--- config.mk ---
export PLATFORM = sky130hd
export DESIGN_NAME = byte_pattern_search
export DESIGN_NICKNAME = d
export VERILOG_FILES = /design/src/design/bps_pkg.sv /design/src/design/byte_pattern_search.sv
export VERILOG_INCLUDE_DIRS = /design/src /design/src/design
export SDC_FILE = /design/constraint.sdc
export NUM_CORES = 1
export LEC_CHECK = 0
export BUFFER_PORTS_ARGS = -buffer_cell sky130_fd_sc_hd__clkbuf_2
export CORE_UTILIZATION = 50
export DETAILED_ROUTE_END_ITERATION = 12
export PLACE_DENSITY = 0.69
export SYNTH_ARGS = -nofsm -noshare
export SYNTH_HDL_FRONTEND = slang
export SYNTH_SLANG_ARGS = --single-unit
--- constraint.sdc ---
create_clock -name clk -period 6.65 [get_ports clk]
set_clock_uncertainty 0.05 [all_clocks]
set_input_delay 0.665 -clock clk [delete_from_list [all_inputs] [get_ports clk]]
set_output_delay 0.665 -clock clk [all_outputs]
set_load 0.005 [all_outputs]
--- src/design/byte_pattern_search_macros.svh ---
// Assertion macros used by the byte pattern search RTL.
`ifndef BYTE_PATTERN_SEARCH_MACROS_SVH
`define BYTE_PATTERN_SEARCH_MACROS_SVH

`ifndef SYNTH
// Same-cycle implication, sampled on clk, disabled while arst_n is low.
`define BPS_ASSERT_IMP(lbl, ante, cons, msg) \
	lbl: assert property (@(posedge clk) disable iff (!arst_n) (ante) |-> (cons)) \
		else $error(msg);
// Next-cycle implication, sampled on clk, disabled while arst_n is low.
`define BPS_ASSERT_NXT(lbl, ante, cons, msg) \
	lbl: assert property (@(posedge clk) disable iff (!arst_n) (ante) |=> (cons)) \
		else $error(msg);
`else
`define BPS_ASSERT_IMP(lbl, ante, cons, msg)
`define BPS_ASSERT_NXT(lbl, ante, cons, msg)
`endif

`endif

--- src/design/bps_pkg.sv ---
// Types and register codes for the byte pattern search block.
`timescale 1ns / 1ps
`default_nettype none

package bps_pkg;

	// Configuration register indexes.
	localparam logic [1:0] REG_PATTERN_LENGTH = 2'd0;
	localparam logic [1:0] REG_START_INDEX    = 2'd1;

	// Input item kinds.
	localparam logic KIND_PATTERN = 1'b0;
	localparam logic KIND_PAGE    = 1'b1;

	// One search result.
	typedef struct packed {
		logic        found;
		logic [23:0] match_index;
	} result_t;

endpackage

`default_nettype wire

--- src/design/byte_pattern_search.sv ---
// Top level of the byte pattern search block: pattern store, byte window and result queue.
`timescale 1ns / 1ps
`default_nettype none
`include "byte_pattern_search_macros.svh"

// Channel   Direction  tdata              tuser      tlast
// s_*       in         value[7:0]         kind       last page byte
// m_*       out        match_index[23:0]  found      (none)
// cfg_*     in         write data         (none)     (none)
//
// Each request is handled combinationally: the window shift, the parallel compare against the
// stored pattern and the offset checks all sit between the state registers and the
// result queue, so a new request can be accepted on every clock while s_tready is high.
// Results go into a two-entry queue (an output register plus a skid slot); s_tready
// drops only while both entries are full, that is, while m_tready has been low long
// enough to back up two results.
// arst_n clears the pattern store, the window, all counters, the registers to their
// reset values (pattern_length = 1, start_index = 0) and the queue.
module byte_pattern_search
	import bps_pkg::*;
#(
	parameter int           PATTERN_MAX    = 16,
	parameter longint unsigned PAGE_BYTES_MAX = 64'd16777216
) (
	input  wire logic        clk,
	input  wire logic        arst_n,
	// Configuration write port.
	input  wire logic        cfg_we,
	input  wire logic [1:0]  cfg_index,
	input  wire logic [23:0] cfg_wdata,
	// Request stream.
	input  wire logic        s_tvalid,
	output      logic        s_tready,
	input  wire logic [7:0]  s_tdata,   // [7:0] value
	input  wire logic        s_tuser,   // [0] kind
	input  wire logic        s_tlast,
	// Result stream.
	output      logic        m_tvalid,
	input  wire logic        m_tready,
	output      logic [23:0] m_tdata,   // [23:0] match_index
	output      logic        m_tuser    // [0] found
);

	localparam int LEN_W = $clog2(PATTERN_MAX + 1);
	localparam int IDX_W = (PATTERN_MAX > 1) ? $clog2(PATTERN_MAX) : 1;
	localparam int CNT_W = $clog2(PAGE_BYTES_MAX + 1);
	// Offset arithmetic width: covers the counter and the 24-bit start_index, plus one.
	localparam int OFS_W = ((CNT_W > 24) ? CNT_W : 24) + 1;

	// Architectural state.
	logic [7:0]       pattern_q [PATTERN_MAX];
	logic [7:0]       window_q  [PATTERN_MAX];
	logic [LEN_W-1:0] fill_ptr_q;
	logic [CNT_W-1:0] count_q;
	logic             reported_q;
	logic [4:0]       pattern_length_q;
	logic [23:0]      start_index_q;

	// Result queue: head drives the master side, skid catches one more result.
	result_t head_q, skid_q;
	logic    head_valid_q, skid_valid_q;

	logic accept, page_acc, pat_acc;
	logic [7:0]       win_next [PATTERN_MAX];
	logic [PATTERN_MAX-1:0] hit_by_len;
	logic [LEN_W-1:0] len;
	logic [LEN_W-1:0] len_m1;
	logic [OFS_W-1:0] offset_w, end_w, len_w, start_w;
	logic             window_hit, hit, push, pop;
	result_t          new_res;

	assign s_tready = !skid_valid_q;
	assign accept   = s_tvalid && s_tready;
	assign page_acc = accept && (s_tuser == KIND_PAGE);
	assign pat_acc  = accept && (s_tuser == KIND_PATTERN);

	// Clamp the programmed length into 1..PATTERN_MAX.
	always_comb begin
		if (pattern_length_q == 5'd0) begin
			len = LEN_W'(1);
		end else if (32'(pattern_length_q) > PATTERN_MAX) begin
			len = LEN_W'(PATTERN_MAX);
		end else begin
			len = LEN_W'(pattern_length_q);
		end
		len_m1 = len - LEN_W'(1);
	end

	// Window as it stands once the new page byte is shifted in.
	always_comb begin
		win_next[0] = s_tdata;
		for (int k = 1; k < PATTERN_MAX; k++) begin
			win_next[k] = window_q[k-1];
		end
	end

	// One match flag per candidate length, all built from fixed taps; the clamped
	// length then picks one. The oldest window byte in use lines up with pattern byte 0.
	always_comb begin
		for (int l = 1; l <= PATTERN_MAX; l++) begin
			hit_by_len[l-1] = 1'b1;
			for (int k = 0; k < l; k++) begin
				hit_by_len[l-1] = hit_by_len[l-1] && (pattern_q[k] == win_next[l-1-k]);
			end
		end
		window_hit = hit_by_len[len_m1[IDX_W-1:0]];
	end

	// Offset checks: the match ends on this byte, so it starts len-1 bytes earlier.
	always_comb begin
		offset_w = OFS_W'(count_q);
		end_w    = offset_w + OFS_W'(1);
		len_w    = OFS_W'(len);
		start_w  = end_w - len_w;
		hit = page_acc && !reported_q && (64'(count_q) < PAGE_BYTES_MAX)
			&& (end_w >= len_w) && (start_w >= OFS_W'(start_index_q)) && window_hit;
		new_res.found       = hit;
		new_res.match_index = hit ? start_w[23:0] : 24'd0;
		// A page that ends without a match still reports once, with found clear.
		push = hit || (page_acc && s_tlast && !reported_q);
	end

	// Configuration registers.
	always_ff @(posedge clk or negedge arst_n) begin
		if (!arst_n) begin
			pattern_length_q <= 5'd1;
			start_index_q    <= 24'd0;
		end else if (cfg_we) begin
			unique case (cfg_index)
				REG_PATTERN_LENGTH: pattern_length_q <= cfg_wdata[4:0];
				REG_START_INDEX:    start_index_q    <= cfg_wdata;
				default: ;
			endcase
		end
	end

	// Pattern store and fill pointer. Loads past the last slot are dropped; the
	// last page byte rewinds the pointer but keeps the stored bytes.
	always_ff @(posedge clk or negedge arst_n) begin
		if (!arst_n) begin
			for (int k = 0; k < PATTERN_MAX; k++) begin
				pattern_q[k] <= 8'd0;
			end
			fill_ptr_q <= '0;
		end else if (pat_acc) begin
			for (int k = 0; k < PATTERN_MAX; k++) begin
				if (fill_ptr_q == LEN_W'(k)) begin
					pattern_q[k] <= s_tdata;
				end
			end
			if (32'(fill_ptr_q) < PATTERN_MAX) begin
				fill_ptr_q <= fill_ptr_q + LEN_W'(1);
			end
		end else if (page_acc && s_tlast) begin
			fill_ptr_q <= '0;
		end
	end

	// Byte window, page byte counter and the reported flag.
	always_ff @(posedge clk or negedge arst_n) begin
		if (!arst_n) begin
			for (int k = 0; k < PATTERN_MAX; k++) begin
				window_q[k] <= 8'd0;
			end
			count_q    <= '0;
			reported_q <= 1'b0;
		end else if (page_acc) begin
			if (s_tlast) begin
				for (int k = 0; k < PATTERN_MAX; k++) begin
					window_q[k] <= 8'd0;
				end
				count_q    <= '0;
				reported_q <= 1'b0;
			end else begin
				for (int k = 0; k < PATTERN_MAX; k++) begin
					window_q[k] <= win_next[k];
				end
				if (64'(count_q) < PAGE_BYTES_MAX) begin
					count_q <= count_q + CNT_W'(1);
				end
				if (hit) begin
					reported_q <= 1'b1;
				end
			end
		end
	end

	// Two-entry result queue.
	assign pop = head_valid_q && m_tready;

	always_ff @(posedge clk or negedge arst_n) begin
		if (!arst_n) begin
			head_valid_q <= 1'b0;
			skid_valid_q <= 1'b0;
		end else if (pop) begin
			if (skid_valid_q) begin
				skid_valid_q <= push;
			end else begin
				head_valid_q <= push;
			end
		end else if (push) begin
			if (head_valid_q) begin
				skid_valid_q <= 1'b1;
			end else begin
				head_valid_q <= 1'b1;
			end
		end
	end

	always_ff @(posedge clk) begin
		if (pop) begin
			if (skid_valid_q) begin
				head_q <= skid_q;
				skid_q <= new_res;
			end else begin
				head_q <= new_res;
			end
		end else if (push) begin
			if (head_valid_q) begin
				skid_q <= new_res;
			end else begin
				head_q <= new_res;
			end
		end
	end

	assign m_tvalid = head_valid_q;
	assign m_tdata  = head_q.match_index;
	assign m_tuser  = head_q.found;

	`BPS_ASSERT_IMP(a_skid_needs_head, skid_valid_q, head_valid_q, "skid entry without head entry")
	`BPS_ASSERT_IMP(a_one_match, push && new_res.found, !reported_q, "second match in one page")
	`BPS_ASSERT_NXT(a_rearm, page_acc && s_tlast, (count_q == '0) && !reported_q && (fill_ptr_q == '0), "last byte did not rearm")
	`BPS_ASSERT_IMP(a_fill_bound, 1'b1, 32'(fill_ptr_q) <= PATTERN_MAX, "fill pointer past the store")

endmodule

`default_nettype wire
==> results_dict.tcl <==
set metrics [dict create \
    area_growth_pct 8.20 \
    synth-compound-area-share 0.0687 \
    fin_nets 3277 \
    synthAdderAreaFrac 0.0160 \
    pwr-share-clk 0.171 \
    initial_core_util 0.508 \
    drtAntennaViolNets 0 \
    maxCapViolCount 0 \
    worstPathArrival_ps 6130 \
    fmax_mhz 171 \
    numCtsBuffers 40 \
    avgSynthCellArea_sq_um 8.87 \
    crit_path_end_kind "register" \
    ys_types 70 \
    grtUsageTotal 0.506 \
    n_fill_cell 5378 \
    vias_per_cell 6.91 \
    overflow 0 \
    clockBufferDepth 3 \
    route.met2.wl_microns 58700 \
    hpwl_microns 106000 \
    cts_tree "built" \
    p_leak_uw 0.0142 \
    drcViolationCount 0 \
    dr_wl_met3_microns 23700 \
    seqPwrFrac 0.288 \
    synth_nets 3395 \
    synth_top_family_by_area "XOR/XNOR gates" \
    cellPowerDensity_mw_per_mm2 415 \
    drv_slew 0 \
    internal_power_uw 6600 \
    hold_viol_final 0 \
    clkTransAtPathRegs_ps 60 \
    drtPass1Iterations 7 \
    antenna_found_initial 10 \
    postSynthCellCount 3317 \
    path_cells "ha_1 > nand3_1 > xnor2_1 > ha_1 > nand3_1 > nor2_1 > a311oi_1 > o21ai_1 > nand2b_1 > or3_1 > o31ai_1 > ha_1 > a21o_1 > a21oi_1 > nand2_1 > o32ai_1 > nand4_1 > nand3_2 > o311ai_4 > buf_4" \
    die_h_microns 245 \
    synthXorXnorAreaFrac 0.329 \
    synth_edf_count 50 \
    status "finished clean" \
    setup_viol 0 \
    drive_above_1_share 0.146 \
    wl_met1_microns 53000 \
    ys_warn_count 0 \
    critical_path.slowest_cell "o32ai_1" \
    hold_buffers 0 \
    yosysTopAreaCell "dfrtp_1" \
    peakVddDrop_uv 331 \
    grt_pass1_vias 26000 \
    path_common_cell "ha_1" \
    cp-start-kind "register" \
    synthTopCellsByArea "dfrtp_1 (26%), xor2_1 (17%), xnor2_1 (16%)" \
    path_buf_inv 1 \
    synth_mux_area_frac 0.0497 \
    worstPathMaxFanout 25 \
    relSlewSlack 0.0562 \
    post_cts_resized 0 \
    synth-main-ff-cell "dfrtp_1" \
    p_sw_frac 0.500 \
    finalCriticalPeriod_ps 5860 \
    core_area_sq_mm 0.0579 \
    tns_ps 0 \
    yosysSeqAreaShare 0.315 \
    place.port_buffers 67 \
    layout_common_cells "xor2_1 (568), xnor2_1 (537), dfrtp_1 (306), nand2_1 (303), nand4_1 (205)" \
    clock_sinks 360 \
    gp_congestion 1.14 \
    drt-initial-drc-count 4696 \
    dieArea_sq_mm 0.0598 \
    ys_seq_elements 360 \
    postSynth.asyncResetShare 0.861 \
    clock-root-buffer "clkbuf_16" \
    switchingPower_uw 6600 \
    grt_max_degree 148 \
    hold_path_class "in2async" \
    syn_area_sq_mm 0.0294 \
    rsz0062_at_grt "no" \
    final_common_cell "xor2_1" \
    vias 27600 \
    yosys.area_share.simple 0.161 \
    dr.max_layer_used "met5" \
    cpLargestDelayFamily "simple AND/OR/NAND/NOR gates" \
    clkLatencyLatePin_ps 600 \
    ios 68 \
    slowest_delay_ps 560 \
    min_period_over_period 0.882 \
    combPwrFrac 0.542 \
    wl_microns 152000 \
    path_class "reg2reg" \
    die_x_microns 245 \
    synth_top_area_share 0.263 \
    wl_per_cell_microns 38.1 \
    cp.required_ps 6920 \
    cts_setup_buffers 0 \
    worst_pin_slew_ps 1400 \
    design_area_sq_mm 0.0318 \
    place_area_sq_mm 0.0305 \
    grt_pass1_wl_microns 208000 \
    h-tree-depth 2 \
    rows 88 \
]
## worst register-to-register path: stages, from the launching register on
cell and delay, ps:
dfrtp_1 440, ha_1 280, nand3_1 120, xnor2_1 220, ha_1 300, nand3_1 140
nor2_1 60, a311oi_1 310, o21ai_1 250, nand2b_1 320, or3_1 480, o31ai_1 150
ha_1 330, a21o_1 160, a21oi_1 190, nand2_1 70, o32ai_1 560, nand4_1 250
nand3_2 520, o311ai_4 140, buf_4 260
## cells by family (layout without fill, tap and decap cells)
group | Yosys count | count (layout)
AND/OR/NAND/NOR | 892 | 892
AO/OA/AOI/OAI | 327 | 327
XOR/XNOR | 1105 | 1105
other | 0 | 2
multiplexers | 130 | 130
flip-flops | 360 | 360
adder cells (fa/ha/maj) | 37 | 37
buffers and inverters | 466 | 379
## layer usage
layer / GRT usage / up-vias
met3: 0.259 / 1029
met2: 0.692 / 2510
met4: 0.413 / 19
met1: 0.582 / 13100
li1: - / 11000
met5: 0.0351 / -
## synth_stat cells (14+ instances only)
master    count
dfrtp_1     309
inv_1        66
nor3b_1      19
nor3_1       25
xor2_1      568
o22ai_1      15
a31o_2       14
edfxtp_1     50
nor2_1       58
ha_1         36
nand2_1     304
buf_2        41
o21ai_0     185
a21oi_1      17
o31ai_1      28
nand3_1      30
buf_1        96
nor4_1      185
clkbuf_1    256
mux2_2      128
nand4_1     205
xnor2_1     537
## area by class of cell
type / instances / area, sq um / area share
Sequential cell: 360 / 9260 / 0.291
Multi-Input combinational cell: 2491 / 18400 / 0.578
Inverter: 68 / 256 / 0.00806
Timing Repair Buffer: 238 / 1640 / 0.0516
Clock buffer: 59 / 1120 / 0.0353
Tap cell: 765 / 957 / 0.0301
Clock inverter: 14 / 181 / 0.00570
Antenna cell: 2 / 5.00 / 0.000157
## final timing paths
kind,start,endpoint,slack [ps],cells after the start
hold reg to reg,start_index_q[20]$_DFFE_PN0P_,start_index_q[20]$_DFFE_PN0P_,450,1
max in group asynchronous,arst_n,pattern_q[110]$_DFFE_PN0P_,4910,2
setup reg to reg,count_q[0]$_DFFE_PN0P_,m_tdata[7]$_DFFE_PP_,790,20
hold / removal,arst_n,pattern_q[73]$_DFFE_PN0P_,50,1
setup / recovery,count_q[0]$_DFFE_PN0P_,m_tdata[7]$_DFFE_PP_,790,20
min in group clk,cfg_wdata[21],start_index_q[21]$_DFFE_PN0P_,250,2
## sequential cells by signal (all words and copies together), names as in the netlist
signal	count
pattern_q	128
win_next	120
count_q	25
skid_q	25
m_tdata	24
start_index_q	24
fill_ptr_q	5
pattern_length_q	5
m_tuser	1
m_tvalid	1
reported_q	1
skid_valid_q	1
## through the flow
step                      setup slack, ps  hold slack [ps]  std cells  total power (uW)   util
after floorplan                       240              319       3317              7640      -
after global placement                926              436       3922             10400  0.527
after detailed placement              816              444       3922             10400  0.527
after CTS                             854             74.0       3995             12600  0.550
after global routing                  365             99.1       3996             13400  0.550
final                                 786             46.3       3997             13200  0.550
## power groups by stage
stage	combinational [uW]	clock (uW)	sequential [uW]
floorplan	4890	0	2750
global placement	6690	0	3660
detailed placement	6720	0	3650
CTS	6750	2270	3620
global route	7380	2350	3710
finish	7160	2250	3800
Note: power is estimated with default switching activity, not from simulation.
